### src/design/utf8d_pkg.sv
`default_nettype none

package utf8d_pkg;

   localparam int unsigned BYTE_W     = 8;
   localparam int unsigned CP_W       = 21;
   localparam int unsigned RSP_DATA_W = 24;
   localparam int unsigned RSP_USER_W = 2;

   localparam logic [CP_W-1:0] REPL_CP = 21'h00FFFD;

   // Everything one byte produces: a run of replacements, then an optional tail result.
   typedef struct packed {
      logic [1:0]      flush_cnt;
      logic            tail_vld;
      logic [CP_W-1:0] tail_cp;
      logic            tail_repl;
      logic            str_end;
   } bundle_type;

endpackage

`default_nettype wire

### src/design/utf8_byte_stream_decoder.sv
// Each byte's results are registered in the result bundle before they appear on rsp.
// Throughput: one byte per cycle while rsp_tready is high and each byte gives at
// most one code point; a byte that flushes a broken or cut-off sequence sends up
// to four results, one per transfer. A one-entry skid register holds a byte that
// arrives while the output is busy, so req_tready never depends on rsp_tready.
// Reset (synchronous, active high) clears the pending sequence and all valids.
`default_nettype none

module utf8_byte_stream_decoder (
   input  wire logic                                clock,
   input  wire logic                                reset,
   input  wire logic                                req_tvalid,
   output logic                                     req_tready,
   input  wire logic [utf8d_pkg::BYTE_W-1:0]        req_tdata,  // [7:0] data_byte
   input  wire logic                                req_tlast,  // string_end
   output logic                                     rsp_tvalid,
   input  wire logic                                rsp_tready,
   output logic [utf8d_pkg::RSP_DATA_W-1:0]         rsp_tdata,  // [20:0] code_point, zero pad
   output logic [utf8d_pkg::RSP_USER_W-1:0]         rsp_tuser,  // [0] replaced, [1] run_last
   output logic                                     rsp_tlast   // string_last
);

   import utf8d_pkg::*;

   // skid register
   logic              skid_vld_ff, skid_vld_in;
   logic [BYTE_W-1:0] skid_byte_ff;
   logic              skid_last_ff;

   // decoder state
   logic [CP_W-1:0]   partial_ff, partial_in;
   logic [1:0]        needed_ff, needed_in;
   logic [1:0]        taken_ff, taken_in;

   // result bundle being sent
   logic              bun_vld_ff, bun_vld_in;
   bundle_type        bun_ff, bun_in;
   logic [2:0]        bun_total_ff, bun_total_in;
   logic [1:0]        bun_idx_ff, bun_idx_in;

   logic              req_xfer, rsp_xfer, run_end, can_load, src_vld, load;
   logic [BYTE_W-1:0] src_byte;
   logic              src_last;

   // decode scratch
   logic              redo;
   logic [1:0]        taken_inc;
   logic [CP_W-1:0]   shifted;

   assign req_tready = !skid_vld_ff;
   assign req_xfer   = req_tvalid && req_tready;
   assign rsp_xfer   = bun_vld_ff && rsp_tready;
   assign run_end    = ({1'b0, bun_idx_ff} == bun_total_ff - 3'd1);
   assign can_load   = !bun_vld_ff || (rsp_tready && run_end);

   assign src_vld  = skid_vld_ff || req_xfer;
   assign src_byte = skid_vld_ff ? skid_byte_ff : req_tdata;
   assign src_last = skid_vld_ff ? skid_last_ff : req_tlast;
   assign load     = src_vld && can_load;

   always_comb begin
      bun_in        = '0;
      bun_in.str_end = src_last;
      partial_in    = partial_ff;
      needed_in     = needed_ff;
      taken_in      = taken_ff;
      redo          = 1'b1;
      taken_inc     = taken_ff + 2'd1;
      shifted       = {partial_ff[CP_W-7:0], src_byte[5:0]};

      if (needed_ff != 2'd0) begin
         if (src_byte[7:6] == 2'b10) begin
            redo = 1'b0;
            if (taken_inc == needed_ff) begin
               bun_in.tail_vld = 1'b1;
               bun_in.tail_cp  = shifted;
               partial_in      = '0;
               needed_in       = 2'd0;
               taken_in        = 2'd0;
            end else if (src_last) begin
               // cut off: one replacement for the lead and each continuation
               bun_in.flush_cnt = taken_inc + 2'd1;
               partial_in       = '0;
               needed_in        = 2'd0;
               taken_in         = 2'd0;
            end else begin
               partial_in = shifted;
               taken_in   = taken_inc;
            end
         end else begin
            // broken sequence; the byte is decoded again below
            bun_in.flush_cnt = taken_inc;
            partial_in       = '0;
            needed_in        = 2'd0;
            taken_in         = 2'd0;
         end
      end

      if (redo) begin
         bun_in.tail_vld = 1'b1;
         if (!src_byte[7]) begin
            bun_in.tail_cp = {{(CP_W-BYTE_W){1'b0}}, src_byte};
         end else if (src_byte[7:5] == 3'b110 && !src_last) begin
            bun_in.tail_vld = 1'b0;
            partial_in      = {{(CP_W-5){1'b0}}, src_byte[4:0]};
            needed_in       = 2'd1;
            taken_in        = 2'd0;
         end else if (src_byte[7:4] == 4'b1110 && !src_last) begin
            bun_in.tail_vld = 1'b0;
            partial_in      = {{(CP_W-4){1'b0}}, src_byte[3:0]};
            needed_in       = 2'd2;
            taken_in        = 2'd0;
         end else if (src_byte[7:3] == 5'b11110 && !src_last) begin
            bun_in.tail_vld = 1'b0;
            partial_in      = {{(CP_W-3){1'b0}}, src_byte[2:0]};
            needed_in       = 2'd3;
            taken_in        = 2'd0;
         end else begin
            bun_in.tail_cp   = REPL_CP;
            bun_in.tail_repl = 1'b1;
         end
      end

      bun_total_in = {1'b0, bun_in.flush_cnt} + {2'b00, bun_in.tail_vld};
   end

   always_comb begin
      skid_vld_in = skid_vld_ff;
      if (skid_vld_ff && can_load) begin
         skid_vld_in = 1'b0;
      end else if (req_xfer && !can_load) begin
         skid_vld_in = 1'b1;
      end

      bun_vld_in = bun_vld_ff;
      bun_idx_in = bun_idx_ff;
      if (load) begin
         bun_vld_in = (bun_total_in != 3'd0);
         bun_idx_in = 2'd0;
      end else if (rsp_xfer) begin
         if (run_end) begin
            bun_vld_in = 1'b0;
         end
         bun_idx_in = bun_idx_ff + 2'd1;
      end
   end

   always_ff @(posedge clock) begin
      if (reset) begin
         skid_vld_ff <= 1'b0;
         bun_vld_ff  <= 1'b0;
         bun_idx_ff  <= 2'd0;
         partial_ff  <= '0;
         needed_ff   <= 2'd0;
         taken_ff    <= 2'd0;
      end else begin
         skid_vld_ff <= skid_vld_in;
         bun_vld_ff  <= bun_vld_in;
         bun_idx_ff  <= bun_idx_in;
         if (load) begin
            partial_ff <= partial_in;
            needed_ff  <= needed_in;
            taken_ff   <= taken_in;
         end
      end
   end

   always_ff @(posedge clock) begin
      if (req_xfer && !can_load) begin
         skid_byte_ff <= req_tdata;
         skid_last_ff <= req_tlast;
      end
      if (load) begin
         bun_ff       <= bun_in;
         bun_total_ff <= bun_total_in;
      end
   end

   logic in_flush;
   assign in_flush = (bun_idx_ff < bun_ff.flush_cnt);

   assign rsp_tvalid = bun_vld_ff;
   assign rsp_tdata  = {{(RSP_DATA_W-CP_W){1'b0}}, in_flush ? REPL_CP : bun_ff.tail_cp};
   assign rsp_tuser  = {run_end, in_flush ? 1'b1 : bun_ff.tail_repl};
   assign rsp_tlast  = run_end && bun_ff.str_end;

endmodule

`default_nettype wire
### config.mk
export PLATFORM = sky130hd
export DESIGN_NAME = utf8_byte_stream_decoder
export DESIGN_NICKNAME = d
export VERILOG_FILES = /design/src/design/utf8d_pkg.sv /design/src/design/utf8_byte_stream_decoder.sv
export SDC_FILE = /design/constraint.sdc
export NUM_CORES = 1
export LEC_CHECK = 0
export BUFFER_PORTS_ARGS = -buffer_cell sky130_fd_sc_hd__buf_2
export CAP_MARGIN = 20
export CORE_MARGIN = 3
export CORE_UTILIZATION = 40
export CTS_CLUSTER_SIZE = 14
export DETAILED_ROUTE_END_ITERATION = 6
export PLACE_DENSITY_LB_ADDON = 0.08
export SLEW_MARGIN = 40
export SYNTH_ARGS = -nofsm -noshare
export SYNTH_HDL_FRONTEND = slang
export SYNTH_SLANG_ARGS = --single-unit
### constraint.sdc
create_clock -name clock -period 2.94 [get_ports clock]
set_input_delay 0.441 -clock clock [delete_from_list [all_inputs] [get_ports clock]]
set_output_delay 0.441 -clock clock [all_outputs]
set_load 0.03 [all_outputs]
# == After elaboration in Yosys (flattened, before gate mapping) ==
# Index checks and enable logic that the tools add are counted.
# totals
regBits,66
latch_bits,0
ramBits,0
mem_bits_ro,0
in_bits,13
out_inout_bits,29
word_cells,103
n_memories,0
# classes
n_addsub,5
multipliers,0
n_div,0
magnitude_cmp,1
n_eq_ne,6
n_shift,0
mux,52
bitwise_logic,2
n_reduce_logical,24
# ops
cell,n
two-way mux 21 bit,11
two-way mux 22 bit,5
two-way mux 2 bit,21
two-way mux 24 bit,1
two-way mux 23 bit,1
two-way mux 1 bit,12
logical AND 1 bit,10
two-way mux 8 bit,1
adder 2 x 1 -> 2 bit (second input constant),3
nonzero test 2 bit,3
== test 5 bit (second input constant),1
== test 4 bit (second input constant),1
logical NOT 1 bit,4
OR reduction 2 bit,2
OR reduction 4 bit,1
adder 2 x 1 -> 3 bit,1
== test 2 x 3 -> 1 bit,1
== test 3 bit (second input constant),1
nonzero test 3 bit,1
subtractor 3 x 1 -> 3 bit (second input constant),1
== test 2 bit,1
== test 2 bit (second input constant),1
logical OR 1 bit,2
< comparator 2 bit,1
2 further kinds,3

# == Logic depth before layout (Yosys ltp) ==
# Gate-level depths: netlist of the first run.
# logic_depth
word_depth,14
depth_mapped,11

# == Worst setup path after synthesis of the first run ==
# OpenSTA, ideal clock, no wires.
# synth_timing
kind,register to register
startpoint,reg bun_total_ff[0]
endpoint,"reg skid_byte_ff[0], enable pin"
setup_ps,389
arrival_ps,1994
required_time_ps,2551
setup_slack_ps,557
path_stages_with_launch,8
n_path_buf,0
synth_period_minus_slack_ps,2383
path_cell_list,edfxtp_1 -> inv_1 -> ha_1 -> xor2_1 -> and3_1 -> nand2_1 -> nand2_1 -> nor3b_1
# synth_between
elab_chain_cells,6
# synth_lines
item,line_no,text
from (decl),utf8_byte_stream_decoder.sv:38,"logic [2:0] bun_total_ff, bun_total_in;"
from (signal assigned),utf8_byte_stream_decoder.sv:175,bun_total_ff <= bun_total_in;
subtractor 3 x 1 -> 3 bit,utf8_byte_stream_decoder.sv:53,"assign run_end = ({1'b0, bun_idx_ff} == bun_total_ff - 3'd1);"
== test 2 x 3 -> 1 bit,utf8_byte_stream_decoder.sv:53,
named net run_end,utf8_byte_stream_decoder.sv:41,"logic req_xfer, rsp_xfer, run_end, can_load, src_vld, load;"
logical AND 1 bit,utf8_byte_stream_decoder.sv:54,assign can_load = !bun_vld_ff || (rsp_tready && run_end);
logical OR 1 bit,utf8_byte_stream_decoder.sv:54,
logical NOT 1 bit,utf8_byte_stream_decoder.sv:169,if (req_xfer && !can_load) begin
logical AND 1 bit,utf8_byte_stream_decoder.sv:169,
to (signal assigned),utf8_byte_stream_decoder.sv:170,skid_byte_ff <= req_tdata;
to (decl),utf8_byte_stream_decoder.sv:27,logic [BYTE_W-1:0] skid_byte_ff;
# The timed path passes the listed nets, and every way through them passes these cells.
# A chain may end at the register's enable or synchronous reset.

# == Final worst setup path of the first run ==
# layout_timing
startpoint,reg skid_vld_ff
endpoint,"reg bun_vld_ff, in the netlist rsp_tvalid"
# layout_between
elab_chain_cells,11
# layout_lines
item,line_no,text
from (decl),utf8_byte_stream_decoder.sv:26,"logic skid_vld_ff, skid_vld_in;"
from (signal assigned),utf8_byte_stream_decoder.sv:157,skid_vld_ff <= skid_vld_in;
two-way mux 8 bit or two-way mux 1 bit (tied branches),"utf8_byte_stream_decoder.sv:57, utf8_byte_stream_decoder.sv:58",
== test 5 bit or logical NOT 1 bit (tied branches),"utf8_byte_stream_decoder.sv:113, utf8_byte_stream_decoder.sv:103, utf8_byte_stream_decoder.sv:108",
logical AND 1 bit,utf8_byte_stream_decoder.sv:113,end else if (src_byte[7:3] == 5'b11110 && !src_last) begin
two-way mux 1 bit,utf8_byte_stream_decoder.sv:113,
two-way mux 1 bit,utf8_byte_stream_decoder.sv:108,end else if (src_byte[7:4] == 4'b1110 && !src_last) begin
two-way mux 1 bit,utf8_byte_stream_decoder.sv:103,end else if (src_byte[7:5] == 3'b110 && !src_last) begin
two-way mux 1 bit,utf8_byte_stream_decoder.sv:101,if (!src_byte[7]) begin
two-way mux 23 bit,utf8_byte_stream_decoder.sv:99,if (redo) begin
adder 2 x 1 -> 3 bit (*),utf8_byte_stream_decoder.sv:124,"bun_total_in = {1'b0, bun_in.flush_cnt} + {2'b00, bun_in.tail_vld};"
named net bun_total_in[1],utf8_byte_stream_decoder.sv:38,
nonzero test 3 bit (*),utf8_byte_stream_decoder.sv:138,bun_vld_in = (bun_total_in != 3'd0);
two-way mux 1 bit (*),utf8_byte_stream_decoder.sv:137,if (load) begin
to (signal assigned),utf8_byte_stream_decoder.sv:158,bun_vld_ff <= bun_vld_in;
to (decl),utf8_byte_stream_decoder.sv:36,"logic bun_vld_ff, bun_vld_in;"
# Mark *: on every way through the listed nets, which the timed path passes. The rest lies on a longest branch.

==> results.cfg, run 1 <==
[setup_path]
reg2reg_from = skid_vld_ff
startpoint_type = register
crit_path_max_incr_delay_ps = 660
reg2regPathDepth = 9
r2r_end = rsp_tvalid
critPathArrivalTime_ps = 2720
slowest_stage = dfxtp_1
cp.required_ps = 3140
critical_path_class = reg -> reg
reg2reg_slack_ps = 420
crit_top_cell = ha_1
critPathMaxFanout = 16
worstPathCellList = and3b_1 > a22oi_2 > nor2_1 > a31o_2 > inv_1 > ha_1 > ha_1 > o32ai_1 > a21oi_1
crit_path_end_kind = register

[die]
start_util_pct = 42.5
fp-row-count = 30
die_w_um = 92.3
die_h_um = 92.3
die_area_um2 = 8520
core_area_um2 = 7020
boundaryPins = 42

[flow_run]
max_cap_violations = 0

[yosys]
synth_seq_cells = 60
netlist_area_um2 = 2980
synthDominantCellAreaShare_pct = 37.3
ys_warn_count = 0
yosysSeqAreaShare_pct = 52.7
synth.avg_cell_area_um2 = 9.97
synth.largest_area_cell = edfxtp_1
synth.distinct_cells = 50
synthTopCellsByArea = edfxtp_1 (37%), dfxtp_1 (15%), nand2_1 (5.7%)
syn-instance-count = 299

[clocking]
cts_tree = yes
clk_pin_slew_ps = 70
cts.repair.resized = 0
clockBufferDepth = 2
postCtsSetupBuffers = 0
cts_root_buf = clkbuf_8
htreeDepth = 3
hold_buffers = 0
clkLatencyLatePin_ps = 330
cts_buffers = 9
cts_num_sinks = 60

[cells_and_area]
post-route-util_pct = 49.2
instances_no_fill = 437
drive_gt1_share_pct = 27.0
final_nets = 353
final_common_cell = nand2_1
antennaDiodeCount = 0
syn_to_final_growth_pct = 15.9
mostFrequentLayoutCells = nand2_1 (45), buf_2 (38), edfxtp_1 (37), a21oi_1 (27), dfxtp_1 (23)
postLayoutCellArea_um2 = 3450

[sta]
rsz0062_at_grt = false
slew_headroom_pct = 51.6
skew_ps = 8.18
hold_violations = 0
tns_ps = 0
timing.fmax_ghz = 0.397
setup_violations = 0
period_share_pct = 85.7
worstMarginPinSlew_ps = 727
finalCriticalPeriod_ps = 2520
slew_violations = 0

[pwr]
pwr-share-comb_pct = 16.1
power.share.sequential_pct = 45.3
switching_share_pct = 27.7
ir_drop_mv = 0.222
cellInternalPower_mw = 1.57
p_switching_mw = 0.604
pwr-share-clk_pct = 38.6
p_total_mw = 2.18
power.density_nw_per_um2 = 630
p_leak_nw = 1.28

[placed_design]
io_buffer_count = 38
place_inst = 421
placed_area_um2 = 3230
finalWeightedCongestion = 0.913
dpl.hpwl_mm = 4.53

[global_route]
antenna_found_initial = 0
overflow = 0
grt_pass1_wl_mm = 10.8
grt_max_degree = 31
first_global_vias = 2157
gr-usage-all-layers_pct = 16.2

[drt]
drtPass1Iterations = 4
drcViolationCount = 0
viasPerCell = 5.04
drt.antenna.violating_nets = 0
drtIter0Drc = 68
via_count = 2204
wl_per_cell_um = 14.8
drt-total-wl_mm = 6.45

[hold_path]
min_to = skid_byte_ff[2]
whs_path_depth = 1
hp-class = in -> reg
hp-start = req_tdata[2]

[run_status]
status = finished clean
[metrics by stage]
stage | setup WS, ps | hold WS (ps)
2_1_floorplan | 557 | 445
3_3_place_gp | 519 | 454
3_5_place_dp | 437 | 462
4_1_cts | 419 | 285
5_1_grt | 178 | 289
6_report | 419 | 295
[kinds of logic (layout without fill, tap and decap cells)]
group,after synthesis,count (layout),synth area share (%)
adders and majority gates,4,4,1.68
and+or+nand+nor,114,114,19.0
buffers and inverters,34,74,5.67
xor gates and xnor gates,8,8,2.60
AOI/OAI and AO/OA,73,73,16.5
DFF,60,60,52.7
other,1,3,0.126
muxes,5,5,1.72
[sequential cells by signal, indices dropped and copies added, names as in the netlist]
signal / cells
skid_byte_ff: 8
bun_total_ff: 3
bun_ff: 25
rsp_tvalid: 1
partial_ff: 15
taken_ff: 2
skid_last_ff: 1
skid_vld_ff: 1
needed_ff: 2
bun_idx_ff: 2
[worst max-delay path: cells and delay by family (launching register included)]
family	cells	cell delay, ps
compound gates	4	700
fa+ha+maj	2	470
buf+inv	1	60
flops	1	660
simple gates	2	500
[worst max path at each step]
| stage | startpoint | end | slack, ps | cells past startpoint |
|---|---|---|---|---|
| 2_1_floorplan | bun_total_ff[0] | skid_byte_ff[0] | 560 | 7 |
| 5_1_grt | skid_vld_ff | rsp_tvalid | 180 | 9 |
| 6_report | skid_vld_ff | rsp_tvalid | 420 | 9 |
| 4_1_cts | skid_vld_ff | rsp_tvalid | 420 | 9 |
| 3_3_place_gp | skid_vld_ff | rsp_tvalid | 520 | 9 |
| 3_5_place_dp | skid_vld_ff | rsp_tvalid | 440 | 9 |
[power by group through the flow]
| stage | clock (mW) | sequential, mW | combinational, mW |
|---|---|---|---|
| floorplan | 0 | 0.998 | 0.260 |
| global placement | 0 | 1.00 | 0.351 |
| detailed placement | 0 | 1.01 | 0.355 |
| CTS | 0.856 | 0.987 | 0.356 |
| global route | 0.897 | 0.993 | 0.384 |
| finish | 0.841 | 0.986 | 0.350 |
[area by class of cell]
| type | count | area [um^2] |
|---|---|---|
| multi-input combinational | 207 | 1250 |
| clock inverter | 6 | 86.3 |
| fill | 690 | 3560 |
| clock buffer | 10 | 138 |
| sequential | 60 | 1570 |
| timing repair buffer | 45 | 243 |
| inverter | 13 | 48.8 |
| tap | 96 | 120 |
[metal layers]
metal / track usage (%) / wire (um)
met5: 0 / 0
met4: 7.30 / 136
met3: 3.01 / 199
met2: 24.3 / 2810
met1: 22.7 / 3310
[synthesized netlist by cell type (all sizes together)]
library cell,number
nor3b,3
o21a,2
or2,17
a221oi,1
inv,13
o22ai,2
a41oi,1
and3b,1
mux2,1
a21oi,28
nand3,5
a31o,1
buf,16
or4b,1
nor3,7
a2bb2oi,1
clkbuf,5
nand2b,3
o21ba,1
o32ai,1
a32oi,1
dfxtp,23
a31oi,1
a32o,4
o21ai,22
nand2,45
a211o,2
conb,1
and3,1
nor2b,8
xnor2,3
a22oi,2
o2111ai,1
xor2,5
o41ai,1
ha,4
a211oi,1
mux2i,4
nor2,16
edfxtp,37
and2,7
Note: power is estimated with default switching activity, not from simulation.
==> run 2, diff against run 1 <==
==> constraint.sdc (replaced) <==
create_clock -name clock -period 2.94 [get_ports clock]
set_input_delay 0.441 -clock clock [delete_from_list [all_inputs] [get_ports clock]]
set_output_delay 0.441 -clock clock [all_outputs]
set_load 0.1 [all_outputs]
==> run 2 against run 1 <==
- via count fell by 1.5%
- cell area decreased by 0.25%
- sequential power barely moved
- global-route usage decreased by 0.36 points
- first-iteration DRC count grew 31%
- cell count did not move
- clock power is 4.4% lower
- hold slack better by 11 ps
- combinational power up 62%
==> results.cfg, run 2 (synthesis gave the netlist of run 1 again) <==
[run_status]
status = finished clean

[clocking]
postCtsSetupBuffers = 0
hold_buffers = 0
htreeDepth = 3
cts_root_buf = clkbuf_8
clockBufferDepth = 2
cts.repair.resized = 0
cts_num_sinks = 60
clkLatencyLatePin_ps = 330
clk_pin_slew_ps = 70
cts_tree = yes
cts_buffers = 9

[cells_and_area]
fillers = 692
post-route-util_pct = 49.1
final_common_cell = nand2_1
syn_to_final_growth_pct = 15.6
reg_top3 = bun_ff (25), partial_ff (15), skid_byte_ff (8)
antennaDiodeCount = 0
drive_gt1_share_pct = 27.0
instances_no_fill = 437
final_nets = 353
largest-register = bun_ff
mostFrequentLayoutCells = nand2_1 (45), buf_2 (38), edfxtp_1 (37), a21oi_1 (27), dfxtp_1 (23)
largest_register_ffs = 25

[sta]
holdWs_ps = 306
setup_violations = 0
period_share_pct = 87.5
slew_violations = 0
worstMarginPinSlew_ps = 727
tns_ps = 0
rsz0062_at_grt = false
slew_headroom_pct = 51.6
skew_ps = 9.86
finalCriticalPeriod_ps = 2570
timing.fmax_ghz = 0.389
hold_violations = 0

[drt]
drt-total-wl_mm = 6.29
drtPass1Iterations = 4
viasPerCell = 4.97
drtIter0Drc = 89
drcViolationCount = 0
drt.antenna.violating_nets = 0
wl_per_cell_um = 14.4
via_count = 2170

[setup_path]
slowest_stage = buf_2
startpoint_type = register
critPathArrivalTime_ps = 2130
crit_path_max_incr_delay_ps = 420
critPathMaxFanout = 3
critical_path_class = reg -> out
cp.required_ps = 2500
worstPathCellList = inv_1 > ha_1 > xor2_1 > and3_1 > and2_1 > buf_2
crit_buf_inv = 2
crit_path_end_kind = output pin
critical-path-top-delay-family = buffers and inverters

[global_route]
grt_pass1_wl_mm = 10.4
overflow = 0
grt_max_degree = 31
gr-usage-all-layers_pct = 15.8
antenna_found_initial = 0
first_global_vias = 2055

[die]
core_area_um2 = 7020
fp-row-count = 30
start_util_pct = 42.5
die_area_um2 = 8520
die_w_um = 92.3
die_h_um = 92.3
boundaryPins = 42

[flow_run]
max_cap_violations = 0

[pwr]
p_leak_nw = 1.27
ir_drop_mv = 0.247
p_total_mw = 2.36
power.density_nw_per_um2 = 684

[placed_design]
place_inst = 421
io_buffer_count = 38
dpl.hpwl_mm = 4.50
finalWeightedCongestion = 0.920

[hold_path]
hp-class = in -> reg
==> run 2: worst paths after layout <==
kind         cells past startpoint            start               to  slack (ps)
max                              6  bun_total_ff[0]        rsp_tlast         370
min                              1     req_tdata[1]  skid_byte_ff[1]         310
max reg2reg                      9      skid_vld_ff       rsp_tvalid         430
min reg2reg                      2    partial_ff[4]   partial_ff[10]         470
==> run 2: stage by stage <==
stage / setup slack, ps / area (um^2)
floorplan: 295 / 2990
global placement: 518 / 3230
detailed placement: 463 / 3230
CTS: 324 / 3450
global route: 239 / 3450
finish: 366 / 3450
==> run 2: layout make-up <==
class	count	area [um^2]	share of cell area, %
Clock inverter	7	91.3	2.65
Inverter	13	48.8	1.42
Timing Repair Buffer	45	243	7.04
Clock buffer	9	124	3.59
Tap cell	96	120	3.49
Sequential cell	60	1570	45.6
Multi-Input combinational cell	207	1250	36.2
==> run 2: layer usage <==
metal	track usage [%]	vias to the layer above	wire length, um
met1	21.8	1008	3080
met4	6.44	0	68
met5	0	-	0
met2	23.5	46	2890
met3	4.39	5	251
li1	-	1111	-
==> run 2: where the power goes <==
| group | internal [mW] | leakage [nW] | switching (mW) |
|---|---|---|---|
| combinational | 0.109 | 0.625 | 0.459 |
| sequential | 0.963 | 0.541 | 0.0231 |
| clock | 0.474 | 0.109 | 0.330 |
